$ cat src/sv/ssgn_pkg.sv
package ssgn_pkg;

  localparam int MAX_BOXES_DEF = 64;
  localparam int APB_AW = 3;

  localparam logic [15:0] OVERLAP_RESET = 16'd19661;
  localparam logic [15:0] SCORE_RESET = 16'd45875;

  typedef enum logic [0:0] {
    REG_OVERLAP = 1'b0,
    REG_SCORE   = 1'b1
  } reg_idx_t;

  typedef struct packed {
    logic [15:0] bottom;
    logic [15:0] right;
    logic [15:0] top;
    logic [15:0] left;
  } box_t;

  typedef struct packed {
    logic        start;
    logic [15:0] thr;
  } iou_req_t;

  typedef struct packed {
    logic done;
    logic hit;
  } iou_rsp_t;

endpackage

$ cat src/sv/ssgn_iou.sv
module ssgn_iou import ssgn_pkg::*; (
  input  logic     clk,
  input  logic     rst,
  input  iou_req_t req,
  input  box_t     box_a,
  input  box_t     box_b,
  output iou_rsp_t rsp
);

  typedef enum logic [2:0] {
    IDLE, M_INTER, M_AREA_A, M_AREA_B, M_LO, M_HI
  } state_t;

  state_t state;
  logic done;
  logic hit;
  logic disj;
  logic [16:0] iw;
  logic [16:0] ih;
  logic signed [17:0] wa;
  logic signed [17:0] ha;
  logic signed [17:0] wb;
  logic signed [17:0] hb;
  logic [15:0] thr;
  logic [33:0] inter;
  logic signed [37:0] acc;
  logic [33:0] lo;

  logic [15:0] ix0, ix1, iy0, iy1;
  logic signed [17:0] iw_raw, ih_raw;
  logic signed [17:0] wa_c, ha_c, wb_c, hb_c;
  logic disj_c;
  logic signed [19:0] mul_a, mul_b;
  logic signed [39:0] prod;
  logic [53:0] lhs, rhs;

  always_comb begin
    ix0 = (box_a.left > box_b.left) ? box_a.left : box_b.left;
    ix1 = (box_a.right < box_b.right) ? box_a.right : box_b.right;
    iy0 = (box_a.top > box_b.top) ? box_a.top : box_b.top;
    iy1 = (box_a.bottom < box_b.bottom) ? box_a.bottom : box_b.bottom;
    iw_raw = $signed({2'b0, ix1}) - $signed({2'b0, ix0}) + 18'sd16;
    ih_raw = $signed({2'b0, iy1}) - $signed({2'b0, iy0}) + 18'sd16;
    wa_c = $signed({2'b0, box_a.right}) - $signed({2'b0, box_a.left}) + 18'sd16;
    ha_c = $signed({2'b0, box_a.bottom}) - $signed({2'b0, box_a.top}) + 18'sd16;
    wb_c = $signed({2'b0, box_b.right}) - $signed({2'b0, box_b.left}) + 18'sd16;
    hb_c = $signed({2'b0, box_b.bottom}) - $signed({2'b0, box_b.top}) + 18'sd16;
    disj_c = (box_a.left > box_b.right) || (box_a.top > box_b.bottom) ||
             (box_a.right < box_b.left) || (box_a.bottom < box_b.top);
  end

  always_comb begin
    case (state)
      M_INTER: begin
        mul_a = $signed({3'b0, iw});
        mul_b = $signed({3'b0, ih});
      end
      M_AREA_A: begin
        mul_a = 20'(wa);
        mul_b = 20'(ha);
      end
      M_AREA_B: begin
        mul_a = 20'(wb);
        mul_b = 20'(hb);
      end
      M_LO: begin
        mul_a = $signed({4'b0, thr});
        mul_b = $signed({2'b0, acc[17:0]});
      end
      M_HI: begin
        mul_a = $signed({4'b0, thr});
        mul_b = $signed({2'b0, acc[35:18]});
      end
      default: begin
        mul_a = '0;
        mul_b = '0;
      end
    endcase
    prod = mul_a * mul_b;
    lhs = {4'b0, inter, 16'b0};
    rhs = {prod[35:0], 18'b0} + {20'b0, lo};
  end

  always_ff @(posedge clk) begin
    if (rst) begin
      state <= IDLE;
      done <= 1'b0;
    end else begin
      done <= 1'b0;
      case (state)
        IDLE: begin
          if (req.start) begin
            disj <= disj_c;
            iw <= iw_raw[17] ? 17'd0 : iw_raw[16:0];
            ih <= ih_raw[17] ? 17'd0 : ih_raw[16:0];
            wa <= wa_c;
            ha <= ha_c;
            wb <= wb_c;
            hb <= hb_c;
            thr <= req.thr;
            state <= M_INTER;
          end
        end
        M_INTER: begin
          inter <= prod[33:0];
          state <= M_AREA_A;
        end
        M_AREA_A: begin
          acc <= prod[37:0];
          state <= M_AREA_B;
        end
        M_AREA_B: begin
          acc <= acc + prod[37:0] - $signed({4'b0, inter});
          state <= M_LO;
        end
        M_LO: begin
          lo <= prod[33:0];
          state <= M_HI;
        end
        M_HI: begin
          hit <= !disj && !acc[37] && (lhs > rhs);
          done <= 1'b1;
          state <= IDLE;
        end
        default: state <= IDLE;
      endcase
    end
  end

  assign rsp.done = done;
  assign rsp.hit = hit;

  a_done_after_hi: assert property (@(posedge clk) disable iff (rst)
    (state == M_HI) |=> done) else $error("iou done missing");
  a_done_pulse: assert property (@(posedge clk) disable iff (rst)
    done |=> !done) else $error("iou done held");
  a_start_idle: assert property (@(posedge clk) disable iff (rst)
    done |-> (state == IDLE)) else $error("iou done while busy");

endmodule

$ cat config.mk
export PLATFORM = sky130hd
export DESIGN_NAME = ssgn_iou
export DESIGN_NICKNAME = d
export VERILOG_FILES = /design/src/sv/ssgn_pkg.sv /design/src/sv/ssgn_iou.sv
export SDC_FILE = /design/constraint.sdc
export NUM_CORES = 2
export LEC_CHECK = 0
export ABC_AREA = 0
export ABC_CLOCK_PERIOD_IN_PS = 36100
export BUFFER_PORTS_ARGS = -buffer_cell sky130_fd_sc_hd__buf_2
export CORE_MARGIN = 3
export CORE_UTILIZATION = 54
export DETAILED_ROUTE_END_ITERATION = 10
export PLACE_DENSITY = 0.69
export SLEW_MARGIN = 20
export SYNTH_ARGS = -nofsm -noshare
export SYNTH_HDL_FRONTEND = slang
export SYNTH_SLANG_ARGS = --single-unit
$ cat constraint.sdc
create_clock -name clk -period 36.1 [get_ports clk]
set_input_delay 7.22 -clock clk [delete_from_list [all_inputs] [get_ports clk]]
set_output_delay 7.22 -clock clk [all_outputs]
set_load 0.005 [all_outputs]
==> out/qor.csv <==
metric,value,unit
timing.setup.tns,0,ns
rrSetupSlack,23.36,ns
synth-edff-count,230,
postCtsSetupRepairBufs,0,
pre_cts_ws,21.82,ns
clockBufferDepth,3,
path_max_fanout,17,
cap_viol_max_count,0,
synth_top_cell_by_area,fa_1,
drt_wl_total,100000,um
grt_max_degree,71,
yosysUniqueCellTypes,86,
io_pins,149,
hp-start,state[2]$_SDFFE_PP0P_,
grt_usage,28.7,%
fin_ws,22.45,ns
drive_gt1_share,8.80,%
utilization,59.4,%
die_x,266,um
num_rows,94,
ys_ff_latch,234,
core-area,66500,sq um
hold_ws,0.787,ns
r2r_cells,39,
synth_flop_cell,edfxtp_1,
grt_pass1_vias,28900,
synth.avg_cell_area,9.20,sq um
antenna_found_initial,4,
die-area,70900,sq um
synthTopCellsByArea,"fa_1 23%, edfxtp_1 19%, ha_1 14%",
area.growth.synth_to_final,7.90,%
drcViolationCount,0,
slew_violations,0,
hold_viol_final,0,
grt_pass1_wl,159000,um
worstMarginPinSlew,1.08,ns
async_flop_share,0,%
first_pass_iters,6,
cp-end-kind,flip-flop,
io_buffers,148,
holdBufCountCts,0,
final_common_cell,inv_1,
arrival,13.94,ns
cts_tree,done,
initial_core_util,55.1,%
p_per_area,56.0,nW/um^2
htreeDepth,1,
r2r-start,state[0]$_SDFFE_PP0P_,
path_clk_slew,0.06,ns
min-delay-path-class,flip-flop to flip-flop,
timing.fmax,73.3,MHz
dp_hpwl,83000,um
synth-seq-area-share,19.1,%
slew_headroom,28.0,%
ys_warn_count,0,
fin_nets,5097,
status,"finished, final reports clean",
crit_path_end,ih[3]$_SDFFCE_PP0P_,
drt-initial-drc-count,2003,
ir_drop,41.0,uV
routed_via_density,5.75,
total_power,2.21,mW
post-route-period-util,37.8,%
numPlacedInstances,4938,
timing.rr.end,acc[36]$_DFFE_PP_,
ant_nets,0,
critPathLaunchType,input port,
rsz0062_at_grt,false,
routedWlPerCell,20.1,um
clkSinkCount,234,
die_h,266,um
gr-total-overflow,0,
required,36.39,ns
vias,28700,
cts-root-buf,clkbuf_16,
placed_area,38500,sq um
cellLeakagePower,18.7,nW
cts_buffers,28,
synth.top_cell.area_share,23.3,%
final_cells,4991,
fin_area,39500,sq um
place.gp.congestion,0.927,
criticalPathCategory,input port to flip-flop,
layout.cells.most_common_list,"692 x inv_1, 426 x fa_1, 420 x ha_1, 365 x nor2_1, 288 x nand2_1",
ctsResizeCount,0,
netlist_area,36600,sq um
crit_start,box_b[49],
clock_latency,0.59,ns
timing.final.crit_period,13.65,ns
synth_cells,3977,
final-setup-viol-count,0,
syn_nets,4970,
skew,0.0373,ns
where the power goes:
group | leakage, nW | switching (mW) | internal [mW]
Sequential | 2.17 | 0.0128 | 0.360
Combinational | 16.1 | 0.934 | 0.606
Clock | 0.459 | 0.119 | 0.180
Total | 18.7 | 1.07 | 1.15
cells by family (layout without fill, tap and decap cells):
logic type,count (synthesis),in the layout,synth area share [%]
mux,109,109,3.23
xor+xnor,227,227,5.45
other cells,0,2,0
buf+inv,794,942,8.19
simple gates,1057,1057,13.4
flops,234,234,19.1
fa+ha+maj,846,846,37.7
compound gates,710,710,13.0
critical path: stages:
cell,delay (ns)
buf_2,0.12
inv_1,0.14
ha_1,0.26
a21o_1,0.16
a21o_1,0.17
a21oi_1,0.15
nor2b_1,0.06
o21ai_0,0.18
a21oi_1,0.11
a221oi_1,0.37
o21ai_0,0.16
o41a_1,0.69
mux2_2,0.42
ha_1,0.31
nor2b_1,0.16
o21ai_0,0.20
a21boi_0,0.15
o21ai_0,0.34
a31oi_1,0.18
o41ai_1,0.42
o211ai_1,0.22
o31ai_1,0.78
a21boi_1,0.79
nor3_1,0.15
registers in the layout (all words and copies together), names as in the netlist:
signal	cells
acc	38
inter	34
lo	34
ha	18
hb	18
wa	18
wb	18
ih	17
iw	17
thr	16
state	3
disj	1
done	1
hit	1
cell usage after synthesis, drive strengths merged (6+ instances only):
cell,count
a2111oi,10
a211o,7
a211oi,23
a21boi,17
a21o,112
a21oi,167
a221o,9
a221oi,16
a22oi,29
a31oi,17
and2,23
and3,32
buf,13
clkbuf,89
edfxtp,230
fa,426
ha,420
inv,692
mux2,60
mux2i,48
nand2,289
nand2b,66
nand3,46
nand4,32
nor2,366
nor2b,53
nor3,75
nor3b,6
nor4,18
o211ai,21
o21a,53
o21ai,133
o21bai,11
o221ai,7
o31a,11
o31ai,14
or2,17
or3,18
xnor2,142
xor2,85
layer usage:
metal / wire length, um / vias up / track usage, %
li1: - / 13600 / -
met1: 42100 / 14000 / 38.1
met2: 46800 / 894 / 47.6
met3: 6710 / 209 / 3.97
met4: 4580 / 4 / 11.3
met5: 28 / - / 0
area by class of cell:
cell class                      instances  area [sq um]
Tap cell                              864          1080
Fill cell                            5820         27000
Sequential cell                       234          6990
Multi-Input combinational cell       2949         26700
Clock inverter                         15           239
Timing Repair Buffer                  199          1120
Inverter                              692          2600
Clock buffer                           36           731
Antenna cell                            2          5.00
worst min path at each step:
stage	slack, ns	endpoint	cells past startpoint
finish	0.79	state[2]$_SDFFE_PP0P_	3
global placement	0.77	state[2]$_SDFFE_PP0P_	3
CTS	0.78	state[2]$_SDFFE_PP0P_	3
detailed placement	0.77	state[2]$_SDFFE_PP0P_	3
global route	0.83	hit$_DFFE_PP_	3
floorplan	0.64	hit$_DFFE_PP_	3
(Power assumes the default switching activity.)
